**src/hdl/ifgf_pkg.sv**
```systemverilog
// Shared types and constants for the invalid-frame gap filler.
`default_nettype none

package ifgf_pkg;

  // Field and register widths
  localparam int unsigned SIZE_W   = 14;
  localparam int unsigned OVH_W    = 6;
  localparam int unsigned HANDLE_W = 16;
  localparam int unsigned GAP_IN_W = 24;
  localparam int unsigned CARRY_W  = 32;
  localparam int unsigned GAP_W    = CARRY_W + 1;
  localparam int unsigned TOTAL_W  = 48;
  localparam int unsigned CFG_IDX_W = 2;

  // Configuration register indexes
  localparam logic [CFG_IDX_W-1:0] CFG_INVALID_SIZE = 2'd0;
  localparam logic [CFG_IDX_W-1:0] CFG_MIN_SIZE     = 2'd1;
  localparam logic [CFG_IDX_W-1:0] CFG_OVERHEAD     = 2'd2;

  // Register reset values
  localparam logic [SIZE_W-1:0] INVALID_SIZE_RST = 14'd1500;
  localparam logic [SIZE_W-1:0] MIN_SIZE_RST     = 14'd60;
  localparam logic [OVH_W-1:0]  OVERHEAD_RST     = 6'd24;

  // Fixed constants of the sizing rule and the byte total
  localparam int unsigned HALVING_MARGIN = 100;
  localparam int unsigned BYTE_TOTAL_ADJ = 20;

  // Commands from the controller to the datapath
  typedef struct packed {
    logic load;         // take the transaction, form gap = input + carry
    logic emit_filler;  // send a filler, shrink the gap, bump totals
    logic emit_packet;  // send the real packet, store the carry
  } dp_cmd_t;

  // Status from the datapath to the controller
  typedef struct packed {
    logic gap_ge_thr;   // gap still large enough for another filler
    logic slot_free;    // output register can take a new result
  } dp_sts_t;

endpackage

`default_nettype wire

```
**src/hdl/invalid_frame_gap_filler_core.sv**
```systemverilog
// Top level of the invalid-frame gap filler: controller plus datapath.
//
// Input channel (in_valid / in_stall): one transaction per packet slot with
// its wanted gap in wire bytes. Output channel (out_valid / out_stall): one
// transaction per frame, fillers first, then the real packet with out_last.
// Configuration (cfg_valid / cfg_ready, cfg_index, cfg_data): index 0 the
// largest filler size, 1 the smallest filler length, 2 the per-frame overhead;
// write only while the block is idle. cfg_ready is always high.
// Timing: a deleted slot is taken and gives no result. A real packet may have
// k fillers (k up to MAX_FILLERS); its first result is registered after the
// input transaction has passed the test state and then the fill or packet
// state. The filler loop tests gap and count in the test state, then sizes
// the filler, sends it and updates gap and totals in the fill state.
// in_stall is high while a transaction is being worked on. A stalled output
// holds its result; the loop waits for the output register to free up.
// Reset (rst_n, synchronous, active low) clears the carried gap and both
// totals and restores the configuration reset values.
`default_nettype none

module invalid_frame_gap_filler_core #(
  parameter int unsigned MAX_FILLERS = 63
) (
  input  wire logic                           clk,
  input  wire logic                           rst_n,
  input  wire logic                           in_valid,
  output logic                                in_stall,
  input  wire logic                           in_packet_present,
  input  wire logic [ifgf_pkg::HANDLE_W-1:0]  in_packet_handle,
  input  wire logic [ifgf_pkg::GAP_IN_W-1:0]  in_gap_bytes,
  output logic                                out_valid,
  input  wire logic                           out_stall,
  output logic                                out_is_filler,
  output logic [ifgf_pkg::SIZE_W-1:0]         out_filler_length,
  output logic [ifgf_pkg::HANDLE_W-1:0]       out_handle,
  output logic                                out_last,
  output logic [ifgf_pkg::TOTAL_W-1:0]        out_fillers_total,
  output logic [ifgf_pkg::TOTAL_W-1:0]        out_filler_bytes_total,
  input  wire logic                           cfg_valid,
  output logic                                cfg_ready,
  input  wire logic [ifgf_pkg::CFG_IDX_W-1:0] cfg_index,
  input  wire logic [ifgf_pkg::SIZE_W-1:0]    cfg_data
);
  import ifgf_pkg::*;

  dp_cmd_t cmd;
  dp_sts_t sts;

  assign cfg_ready = 1'b1;

  ifgf_ctrl #(
    .MAX_FILLERS (MAX_FILLERS)
  ) u_ctrl (
    .clk               (clk),
    .rst_n             (rst_n),
    .in_valid          (in_valid),
    .in_packet_present (in_packet_present),
    .in_stall          (in_stall),
    .sts               (sts),
    .cmd               (cmd)
  );

  ifgf_datapath u_datapath (
    .clk                    (clk),
    .rst_n                  (rst_n),
    .cmd                    (cmd),
    .sts                    (sts),
    .cfg_wr                 (cfg_valid && cfg_ready),
    .cfg_index              (cfg_index),
    .cfg_data               (cfg_data),
    .in_packet_handle       (in_packet_handle),
    .in_gap_bytes           (in_gap_bytes),
    .out_valid              (out_valid),
    .out_stall              (out_stall),
    .out_is_filler          (out_is_filler),
    .out_filler_length      (out_filler_length),
    .out_handle             (out_handle),
    .out_last               (out_last),
    .out_fillers_total      (out_fillers_total),
    .out_filler_bytes_total (out_filler_bytes_total)
  );

endmodule

`default_nettype wire

```
**src/hdl/ifgf_datapath.sv**
```systemverilog
// Datapath: configuration, gap register, filler sizing, totals and output register.
`default_nettype none

module ifgf_datapath (
  input  wire logic                          clk,
  input  wire logic                          rst_n,
  input  wire ifgf_pkg::dp_cmd_t             cmd,
  output ifgf_pkg::dp_sts_t                  sts,
  input  wire logic                          cfg_wr,
  input  wire logic [ifgf_pkg::CFG_IDX_W-1:0] cfg_index,
  input  wire logic [ifgf_pkg::SIZE_W-1:0]   cfg_data,
  input  wire logic [ifgf_pkg::HANDLE_W-1:0] in_packet_handle,
  input  wire logic [ifgf_pkg::GAP_IN_W-1:0] in_gap_bytes,
  output logic                               out_valid,
  input  wire logic                          out_stall,
  output logic                               out_is_filler,
  output logic [ifgf_pkg::SIZE_W-1:0]        out_filler_length,
  output logic [ifgf_pkg::HANDLE_W-1:0]      out_handle,
  output logic                               out_last,
  output logic [ifgf_pkg::TOTAL_W-1:0]       out_fillers_total,
  output logic [ifgf_pkg::TOTAL_W-1:0]       out_filler_bytes_total
);
  import ifgf_pkg::*;

  logic [SIZE_W-1:0]   inv_size_r;
  logic [SIZE_W-1:0]   min_size_r;
  logic [OVH_W-1:0]    ovh_r;
  logic [CARRY_W-1:0]  carry_r;
  logic [GAP_W-1:0]    gap_r;
  logic [HANDLE_W-1:0] handle_r;
  logic [TOTAL_W-1:0]  fill_cnt_r;
  logic [TOTAL_W-1:0]  byte_cnt_r;

  logic                out_valid_r;
  logic                out_is_filler_r;
  logic [SIZE_W-1:0]   out_len_r;
  logic [HANDLE_W-1:0] out_handle_r;
  logic                out_last_r;
  logic [TOTAL_W-1:0]  out_fill_r;
  logic [TOTAL_W-1:0]  out_bytes_r;

  logic [SIZE_W:0]     thr;
  logic                le_inv;
  logic                above_half;
  logic [SIZE_W-1:0]   wire_sz;
  logic                ge_ovh;
  logic [SIZE_W-1:0]   drop;
  logic [SIZE_W-1:0]   len;
  logic [GAP_W-1:0]    gap_nxt;
  logic [TOTAL_W-1:0]  fill_nxt;
  logic [TOTAL_W-1:0]  byte_nxt;
  logic [CARRY_W-1:0]  carry_nxt;

  // Filler sizing from the current gap
  assign thr        = {1'b0, min_size_r} + {{(SIZE_W+1-OVH_W){1'b0}}, ovh_r};
  assign le_inv     = gap_r <= {{(GAP_W-SIZE_W){1'b0}}, inv_size_r};
  assign above_half = ({1'b0, gap_r} + (GAP_W+1)'(HALVING_MARGIN))
                      > {{(GAP_W-SIZE_W){1'b0}}, inv_size_r, 1'b0};

  always_comb begin
    if (le_inv) begin
      wire_sz = gap_r[SIZE_W-1:0];
    end else if (above_half) begin
      wire_sz = inv_size_r;
    end else begin
      wire_sz = gap_r[SIZE_W:1];
    end
  end

  // Frame below overhead still costs the overhead on the wire
  assign ge_ovh = wire_sz >= {{(SIZE_W-OVH_W){1'b0}}, ovh_r};
  assign drop   = ge_ovh ? wire_sz : {{(SIZE_W-OVH_W){1'b0}}, ovh_r};
  assign len    = ge_ovh ? (wire_sz - {{(SIZE_W-OVH_W){1'b0}}, ovh_r}) : '0;

  // Gap, totals and carry updates
  assign gap_nxt  = (gap_r >= {{(GAP_W-SIZE_W){1'b0}}, drop})
                    ? gap_r - {{(GAP_W-SIZE_W){1'b0}}, drop} : '0;
  assign fill_nxt = fill_cnt_r + TOTAL_W'(1);
  assign byte_nxt = byte_cnt_r + {{(TOTAL_W-SIZE_W){1'b0}}, drop}
                    - TOTAL_W'(BYTE_TOTAL_ADJ);
  assign carry_nxt = gap_r[GAP_W-1] ? '1 : gap_r[CARRY_W-1:0];

  assign sts.gap_ge_thr = gap_r >= {{(GAP_W-SIZE_W-1){1'b0}}, thr};
  assign sts.slot_free  = !out_valid_r || !out_stall;

  // Configuration registers
  always_ff @(posedge clk) begin
    if (!rst_n) begin
      inv_size_r <= INVALID_SIZE_RST;
      min_size_r <= MIN_SIZE_RST;
      ovh_r      <= OVERHEAD_RST;
    end else if (cfg_wr) begin
      case (cfg_index)
        CFG_INVALID_SIZE: inv_size_r <= cfg_data;
        CFG_MIN_SIZE:     min_size_r <= cfg_data;
        CFG_OVERHEAD:     ovh_r      <= cfg_data[OVH_W-1:0];
        default: ;
      endcase
    end
  end

  // Running state: carry and totals
  always_ff @(posedge clk) begin
    if (!rst_n) begin
      carry_r    <= '0;
      fill_cnt_r <= '0;
      byte_cnt_r <= '0;
    end else begin
      if (cmd.emit_filler) begin
        fill_cnt_r <= fill_nxt;
        byte_cnt_r <= byte_nxt;
      end
      if (cmd.emit_packet) begin
        carry_r <= carry_nxt;
      end
    end
  end

  // Working gap and handle of the transaction in flight
  always_ff @(posedge clk) begin
    if (cmd.load) begin
      gap_r    <= {{(GAP_W-GAP_IN_W){1'b0}}, in_gap_bytes} + {1'b0, carry_r};
      handle_r <= in_packet_handle;
    end else if (cmd.emit_filler) begin
      gap_r <= gap_nxt;
    end
  end

  // Output register
  always_ff @(posedge clk) begin
    if (!rst_n) begin
      out_valid_r <= 1'b0;
    end else if (cmd.emit_filler || cmd.emit_packet) begin
      out_valid_r <= 1'b1;
    end else if (!out_stall) begin
      out_valid_r <= 1'b0;
    end
  end

  always_ff @(posedge clk) begin
    if (cmd.emit_filler) begin
      out_is_filler_r <= 1'b1;
      out_len_r       <= len;
      out_handle_r    <= '0;
      out_last_r      <= 1'b0;
      out_fill_r      <= fill_nxt;
      out_bytes_r     <= byte_nxt;
    end else if (cmd.emit_packet) begin
      out_is_filler_r <= 1'b0;
      out_len_r       <= '0;
      out_handle_r    <= handle_r;
      out_last_r      <= 1'b1;
      out_fill_r      <= fill_cnt_r;
      out_bytes_r     <= byte_cnt_r;
    end
  end

  assign out_valid              = out_valid_r;
  assign out_is_filler          = out_is_filler_r;
  assign out_filler_length      = out_len_r;
  assign out_handle             = out_handle_r;
  assign out_last               = out_last_r;
  assign out_fillers_total      = out_fill_r;
  assign out_filler_bytes_total = out_bytes_r;

endmodule

`default_nettype wire

```
**src/hdl/ifgf_ctrl.sv**
```systemverilog
// Controller: sequences fillers and the real packet for each transaction.
`default_nettype none

module ifgf_ctrl #(
  parameter int unsigned MAX_FILLERS = 63
) (
  input  wire logic              clk,
  input  wire logic              rst_n,
  input  wire logic              in_valid,
  input  wire logic              in_packet_present,
  output logic                   in_stall,
  input  wire ifgf_pkg::dp_sts_t sts,
  output ifgf_pkg::dp_cmd_t      cmd
);
  import ifgf_pkg::*;

  localparam int unsigned CNT_W = $clog2(MAX_FILLERS + 1);

  typedef enum logic [1:0] {
    ST_IDLE,
    ST_TEST,
    ST_FILL,
    ST_PKT
  } state_t;

  state_t           state_r, state_nxt;
  logic [CNT_W-1:0] cnt_r, cnt_nxt;
  logic             accept;

  assign in_stall = (state_r != ST_IDLE);
  assign accept   = in_valid && !in_stall;

  // Next state and datapath commands
  always_comb begin
    state_nxt       = state_r;
    cnt_nxt         = cnt_r;
    cmd.load        = 1'b0;
    cmd.emit_filler = 1'b0;
    cmd.emit_packet = 1'b0;
    case (state_r)
      ST_IDLE: begin
        // deleted slots are taken and dropped here
        if (accept && in_packet_present) begin
          cmd.load  = 1'b1;
          cnt_nxt   = '0;
          state_nxt = ST_TEST;
        end
      end
      ST_TEST: begin
        if (sts.gap_ge_thr && (cnt_r < CNT_W'(MAX_FILLERS))) begin
          state_nxt = ST_FILL;
        end else begin
          state_nxt = ST_PKT;
        end
      end
      ST_FILL: begin
        if (sts.slot_free) begin
          cmd.emit_filler = 1'b1;
          cnt_nxt         = cnt_r + CNT_W'(1);
          state_nxt       = ST_TEST;
        end
      end
      ST_PKT: begin
        if (sts.slot_free) begin
          cmd.emit_packet = 1'b1;
          state_nxt       = ST_IDLE;
        end
      end
      default: begin
        state_nxt = ST_IDLE;
      end
    endcase
  end

  // State and filler count
  always_ff @(posedge clk) begin
    if (!rst_n) begin
      state_r <= ST_IDLE;
      cnt_r   <= '0;
    end else begin
      state_r <= state_nxt;
      cnt_r   <= cnt_nxt;
    end
  end

endmodule

`default_nettype wire
```
**config.mk**
```make
export PLATFORM = sky130hd
export DESIGN_NAME = invalid_frame_gap_filler_core
export DESIGN_NICKNAME = d
export VERILOG_FILES = /design/src/hdl/ifgf_pkg.sv /design/src/hdl/invalid_frame_gap_filler_core.sv /design/src/hdl/ifgf_datapath.sv /design/src/hdl/ifgf_ctrl.sv
export SDC_FILE = /design/constraint.sdc
export NUM_CORES = 1
export LEC_CHECK = 0
export BUFFER_PORTS_ARGS = -buffer_cell sky130_fd_sc_hd__buf_2
export CORE_ASPECT_RATIO = 0.7
export CORE_MARGIN = 10
export CORE_UTILIZATION = 30
export DETAILED_ROUTE_END_ITERATION = 8
export HOLD_SLACK_MARGIN = 0.06
export SYNTH_ARGS = -nofsm -noshare
export SYNTH_HDL_FRONTEND = slang
export SYNTH_SLANG_ARGS = --single-unit
```
**constraint.sdc**
```tcl
create_clock -name clk -period 14.53 [get_ports clk]
set_input_delay 2.906 -clock clk [delete_from_list [all_inputs] [get_ports clk]]
set_output_delay 2.906 -clock clk [all_outputs]
set_load 0.01 [all_outputs]
```
# Word-level counts from Yosys, hierarchy flattened
# Cells that the tools add are included.
[classes]
reduce_logical = 19
n_eq_ne = 9
add_sub_neg = 9
order_cmp = 6
mux = 29
[ops]
columns = ["cell", "count"]
rows = [
  ["2-to-1 mux 48 bit", 4],
  ["2-to-1 mux 33 bit", 3],
  ["2-to-1 mux 14 bit", 6],
  ["adder 48 x 1 -> 48 bit, second input constant", 1],
  ["adder 48 x 14 -> 48 bit", 1],
  ["subtractor 48 x 5 -> 48 bit, second input constant", 1],
  ["adder 33 x 7 -> 34 bit, second input constant", 1],
  ["> comparator 34 x 15 -> 1 bit", 1],
  ["adder 24 x 32 -> 33 bit", 1],
  [">= comparator 33 x 14 -> 1 bit", 1],
  [">= comparator 33 x 15 -> 1 bit", 1],
  ["less-or-equal comparator 33 x 14 -> 1 bit", 1],
  ["subtractor 33 x 14 -> 33 bit", 1],
  ["2-to-1 mux 32 bit", 1],
  ["adder 14 x 6 -> 15 bit", 1],
  [">= comparator 14 x 6 -> 1 bit", 1],
  ["subtractor 14 x 6 -> 14 bit", 1],
  ["2-to-1 mux 6 bit", 2],
  ["case mux 6 bit (2 select lines)", 1],
  ["2-to-1 mux 1 bit", 8],
  ["case mux 2 bit (4 select lines)", 1],
  ["nonzero test 2 bit", 4],
  ["adder 6 x 1 -> 6 bit, second input constant", 1],
  ["== test 2 bit, second input constant", 3],
  ["11 further kinds", 25],
]
[totals]
in_bits = 62
ff_bits = 348
wordCells = 89
output_inout_bits = 131

# Longest topological paths before layout
[depth]
word_depth = 10
ltp_mapped = 50
depth_no_buf = 49

# By module
# From an unflattened synthesis, not the netlist that was laid out.
[hier_totals]
hier_cells = 2156
hier_area_um2 = 20504.7
[modules_own_cells]
columns = ["mod", "area_per_inst_um2", "n_inst", "cells_each"]
rows = [
  ["ifgf_datapath", 20038.0, 1, 2100],
  ["ifgf_ctrl", 455.4, 1, 54],
  ["invalid_frame_gap_filler_core", 11.3, 1, 2],
]

# Worst setup path after synthesis
# No wires, ideal clock.
[synth_timing]
kind = "flip-flop to flip-flop"
from = "register u_datapath.gap_r[2]"
to = "register u_datapath.out_bytes_r[47], in the netlist u_datapath.out_filler_bytes_total[47] (data pin)"
path_buffers = 1
arrival_time_ns = 9.210
period_less_slack_ns = 9.476
path_slack_ns = 5.054
path_stages_with_launch = 48
required_time_ns = 14.264
path_cell_list = "edfxtp_1 ha_1 a21oi_1 nand2b_1 nand4_1 nor2_1 xor2_1 ha_1 nand4_1 or2_2 o32ai_1 o211ai_1 nor4b_1 nand2_1 nand2_1 o211ai_1 o21ai_0 ha_1 [... 12 more ...] ha_1 inv_1 fa_1 nor2b_1 o21ai_0 a21oi_1 o21ai_0 a2111o_1 a21oi_1 o221ai_1 o21ai_0 nor4b_1 o31ai_1 o21ai_0 or2_2 o31ai_1 mux2i_1 xor2_1"
[synth_via]
elab_chain_cells = 9
word_cells_on_any_way = 10
cone_classes = "add/sub (3); order compare (3); mux (4)"
[synth_rtl]
columns = ["element", "line_no", "text"]
rows = [
  ["start, declared", "ifgf_datapath.sv:29", "logic [GAP_W-1:0] gap_r;"],
  ["start signal, assigned", "ifgf_datapath.sv:122", "gap_r <= {{(GAP_W-GAP_IN_W){1'b0}}, in_gap_bytes} + {1'b0, carry_r};"],
  ["start signal, assigned", "ifgf_datapath.sv:125", "gap_r <= gap_nxt;"],
  ["adder 33 x 7 -> 34 bit", "ifgf_datapath.sv:57", "assign above_half = ({1'b0, gap_r} + (GAP_W+1)'(HALVING_MARGIN))"],
  ["> comparator 34 x 15 -> 1 bit", "ifgf_datapath.sv:58", "> {{(GAP_W-SIZE_W){1'b0}}, inv_size_r, 1'b0};"],
  ["2-to-1 mux 14 bit", "ifgf_datapath.sv:63", "end else if (above_half) begin"],
  ["2-to-1 mux 14 bit *", "ifgf_datapath.sv:61", "if (le_inv) begin"],
  [">= comparator 14 x 6 -> 1 bit", "ifgf_datapath.sv:71", "assign ge_ovh = wire_sz >= {{(SIZE_W-OVH_W){1'b0}}, ovh_r};"],
  ["2-to-1 mux 14 bit *", "ifgf_datapath.sv:72", "assign drop = ge_ovh ? wire_sz : {{(SIZE_W-OVH_W){1'b0}}, ovh_r};"],
  ["adder 48 x 14 -> 48 bit *", "ifgf_datapath.sv:79", "assign byte_nxt = byte_cnt_r + {{(TOTAL_W-SIZE_W){1'b0}}, drop}"],
  ["subtractor 48 x 5 -> 48 bit *", "ifgf_datapath.sv:80", "- TOTAL_W'(BYTE_TOTAL_ADJ);"],
  ["2-to-1 mux 48 bit *", "ifgf_datapath.sv:141", "if (cmd.emit_filler) begin"],
  ["end signal, assigned", "ifgf_datapath.sv:147", "out_bytes_r <= byte_nxt;"],
  ["end signal, assigned", "ifgf_datapath.sv:154", "out_bytes_r <= byte_cnt_r;"],
  ["end, declared", "ifgf_datapath.sv:40", "logic [TOTAL_W-1:0] out_bytes_r;"],
]
# Every way passes the cells marked *; elsewhere a longest branch is shown, timed or not.
# A chain may end at the register's enable or synchronous reset.

# Final worst setup path
[layout_timing]
from = "register u_datapath.gap_r[3]"
to = "register u_datapath.byte_cnt_r[47]"
[layout_via]
elab_chain_cells = 8
word_cells_on_any_way = 9
cone_classes = "add/sub (3); order compare (3); mux (3)"
[layout_rtl]
columns = ["element", "line_no", "text"]
rows = [
  ["adder 33 x 7 -> 34 bit", "ifgf_datapath.sv:57", ""],
  ["> comparator 34 x 15 -> 1 bit", "ifgf_datapath.sv:58", ""],
  ["2-to-1 mux 14 bit", "ifgf_datapath.sv:63", ""],
  ["2-to-1 mux 14 bit *", "ifgf_datapath.sv:61", ""],
  [">= comparator 14 x 6 -> 1 bit", "ifgf_datapath.sv:71", ""],
  ["2-to-1 mux 14 bit *", "ifgf_datapath.sv:72", ""],
  ["adder 48 x 14 -> 48 bit *", "ifgf_datapath.sv:79", ""],
  ["subtractor 48 x 5 -> 48 bit *", "ifgf_datapath.sv:80", ""],
  ["end signal, assigned", "ifgf_datapath.sv:111", "byte_cnt_r <= byte_nxt;"],
  ["end, declared", "ifgf_datapath.sv:32", "logic [TOTAL_W-1:0] byte_cnt_r;"],
]
# Marks and branches as above.

==> impl_metrics.ini <==
[worst_setup_path]
cp_top_family = compound AO/OA/AOI/OAI gates
max_stage_delay_ps = 630
path_buf_inv = 3
reg2reg_depth = 48
critical_path_required_ps = 15020
cp_slowest_cell = edfxtp_1
crit_path_end_kind = flip-flop
crit_top_cell = a21oi_1
cp_max_fo = 11
arrival_ps = 11690
cp.depth = 48
critical_path_class = flip-flop to flip-flop
ff2ff_setup_slack_ps = 3330
r2r-end = u_datapath.byte_cnt_r[47]
timing.rr.start = u_datapath.gap_r[3]
cp-start-kind = flip-flop

[timing]
fin_crit_sh = 0.771
slew-limit-headroom = 0.228
fin_crit_ps = 11200
finalWorstSetupSlack_ps = 3330
final.setup.tns_ps = 0
hold_ws_ps = 441
rsz0062_at_grt = false
fin_skew_ps = 27.2
max_freq_mhz = 89.3
setup_violations = 0
worstMarginPinSlew_ps = 1130
hold_viol = 0
drv_slew = 0

[route]
met2_wirelength_microns = 23600
routed_via_density = 4.86
firstDrtPassIters = 5
vias = 16100
routedLengthMet1_microns = 27800
routed_wl_microns = 56400
drtAntennaViolNets = 0
wl_met3_microns = 4320
avgRoutedWirePerCell_microns = 17.0
drtIter0Drc = 1370
route.detailed.drc = 0
top_layer_used = met5

[logic_synthesis]
syn-cell-area_sq_um = 20600
syn_area_per_cell_sq_um = 9.21
synth_seq_cells = 348
synth.largest_area_cell = edfxtp_1
synth-edff-count = 159
ys_seq_area_frac = 0.416
synth_common_cells = 242 x nand2_1, 189 x dfxtp_1, 167 x nor2_1, 159 x edfxtp_1, 154 x ha_1
ys_async_sr_fraction = 0
synth_warnings = 0
synth.area.top_cells = edfxtp_1 23%, dfxtp_1 18%, ha_1 9.4%
yosysTopAreaCellShare = 0.232
yosysUniqueCellTypes = 86
yosys.cell_count.top_type = nand2_1
synth_fp_nets = 2454
netlist_instances = 2233
synth_flop_cell = dfxtp_1

[final_layout]
nNetsFinal = 2603
syn_to_final_growth_pct = 14.5
fin_util = 0.346
multi_input_area_sq_um = 11100
fillCellCount = 6992
drive_above_1_share = 0.131
num_antenna_cells = 0
ff_latch_area_sq_um = 8560

[place]
dpl_worst_slack_ps = 3510
port_buffers = 191
dp_hpwl_microns = 42100
gp_congestion = 0.902

[global_routing]
grt_max_degree = 111
overflow = 0
track_usage = 0.136
grt_antenna_before_repair = 1
grt_pass1_vias = 15000
grt_pass1_wl_microns = 87400

[cts]
cts_tree = done
cts_buffer_depth = 3
clk_latency_ps = 560
postCtsSetupBuffers = 0
ctsHtreeMaxLevel = 2
cts.sinks = 348
cts_resized = 0
cts-root-buf = clkbuf_16
cts_buffers = 36
clk_pin_slew_ps = 70
cts_hold_buf = 0

[floorplanning]
die_y_microns = 239
io_pins = 193
start_util = 0.302
die-area_sq_um = 79600
rows = 80
core_sq_um = 68100
dieWidth_microns = 333

[hold_path]
holdCritPathClass = flip-flop to flip-flop
holdPathEnd = u_datapath.out_last
whs_path_depth = 2
worstHoldStart = u_datapath.out_last

[pwr]
peakVddDrop_uv = 107
p_per_area_nw_per_um2 = 167
p_leak_nw = 9.43

[outcome]
status = finished, final reports clean

[job]
drv_cap = 0
==> layout by cell type (no fill, tap or decap), types with 36 or more instances in the layout <==
| cell | netlist | final |
|---|---|---|
| nand2_1 | 242 | 241 |
| buf_2 | 8 | 190 |
| dfxtp_1 | 189 | 189 |
| nor2_1 | 167 | 166 |
| edfxtp_1 | 159 | 159 |
| ha_1 | 154 | 154 |
| inv_1 | 138 | 137 |
| and2_1 | 105 | 105 |
| o21ai_0 | 103 | 103 |
| a21oi_1 | 101 | 101 |
| xnor2_1 | 98 | 98 |
| xor2_1 | 80 | 80 |
| nand3_1 | 68 | 67 |
| nor3_1 | 67 | 67 |
| a21o_1 | 55 | 55 |
| clkbuf_16 | 0 | 36 |
==> registers in the layout, summed over array words and instances, names as in the netlist <==
register and cells:
u_datapath.out_filler_bytes_total 48, u_datapath.inv_size_r 14, u_ctrl.state_r 2, u_datapath.fill_cnt_r 48
u_datapath.out_is_filler 1, u_datapath.ovh_r 6, u_datapath.byte_cnt_r 48, u_datapath.out_filler_length 14
u_datapath.out_fillers_total 48, u_datapath.min_size_r 14, u_datapath.handle_r 16, u_datapath.out_valid 1
u_datapath.carry_r 32, u_datapath.gap_r 33, u_ctrl.cnt_r 6, u_datapath.out_handle 16
u_datapath.out_last 1
==> worst min-delay path, stage by stage (launching register included) <==
cell and delay (ps):
dfxtp_1 310, nand2_1 50, nand2_1 40
==> layer usage <==
metal,global-route usage,vias to the layer above
met5,0,-
met4,0.0195,2
met3,0.0364,50
met2,0.202,409
met1,0.199,7468
li1,-,8161
==> worst max-delay path by stage <==
stage	to	startpoint
final	u_datapath.byte_cnt_r[47]	u_datapath.gap_r[3]
after global placement	u_datapath.byte_cnt_r[47]	u_datapath.gap_r[2]
after global routing	u_datapath.byte_cnt_r[47]	u_datapath.gap_r[3]
after detailed placement	u_datapath.byte_cnt_r[44]	u_datapath.gap_r[3]
after floorplan	u_datapath.out_filler_bytes_total[47]	u_datapath.gap_r[2]
after CTS	u_datapath.byte_cnt_r[47]	u_datapath.gap_r[3]
==> kinds of logic after synthesis <==
logic type,count (synthesis),share of synthesized area
other cells,1,0.000182
xor+xnor,178,0.0758
buf+inv,235,0.0456
flops,348,0.416
compound gates,450,0.149
simple gates,849,0.208
fa+ha+maj,160,0.0991
mux,12,0.00602
==> power breakdown <==
part | switching [mW] | total [mW] | internal (mW)
sequential | 0.125 | 1.32 | 1.20
combinational | 0.949 | 1.67 | 0.725
clock | 0.415 | 0.937 | 0.522
total | 1.49 | 3.93 | 2.45
==> per-stage QoR <==
stage,cells,cell area (sq um),total power [mW]
2_1_floorplan,2233,20600,2.61
3_3_place_gp,3246,22400,2.99
3_5_place_dp,3246,22400,3.00
4_1_cts,3312,23500,3.96
5_1_grt,3312,23500,4.24
6_report,3312,23500,3.93
==> cell type report <==
| cell class | instances | share of cell area |
|---|---|---|
| Multi-Input combinational cell | 1650 | 0.471 |
| Sequential cell | 348 | 0.363 |
| Tap cell | 902 | 0.0479 |
| Timing Repair Buffer | 208 | 0.0461 |
| Clock buffer | 44 | 0.0400 |
| Inverter | 138 | 0.0221 |
| Clock inverter | 22 | 0.00935 |
Note: power is estimated with default switching activity, not from simulation.
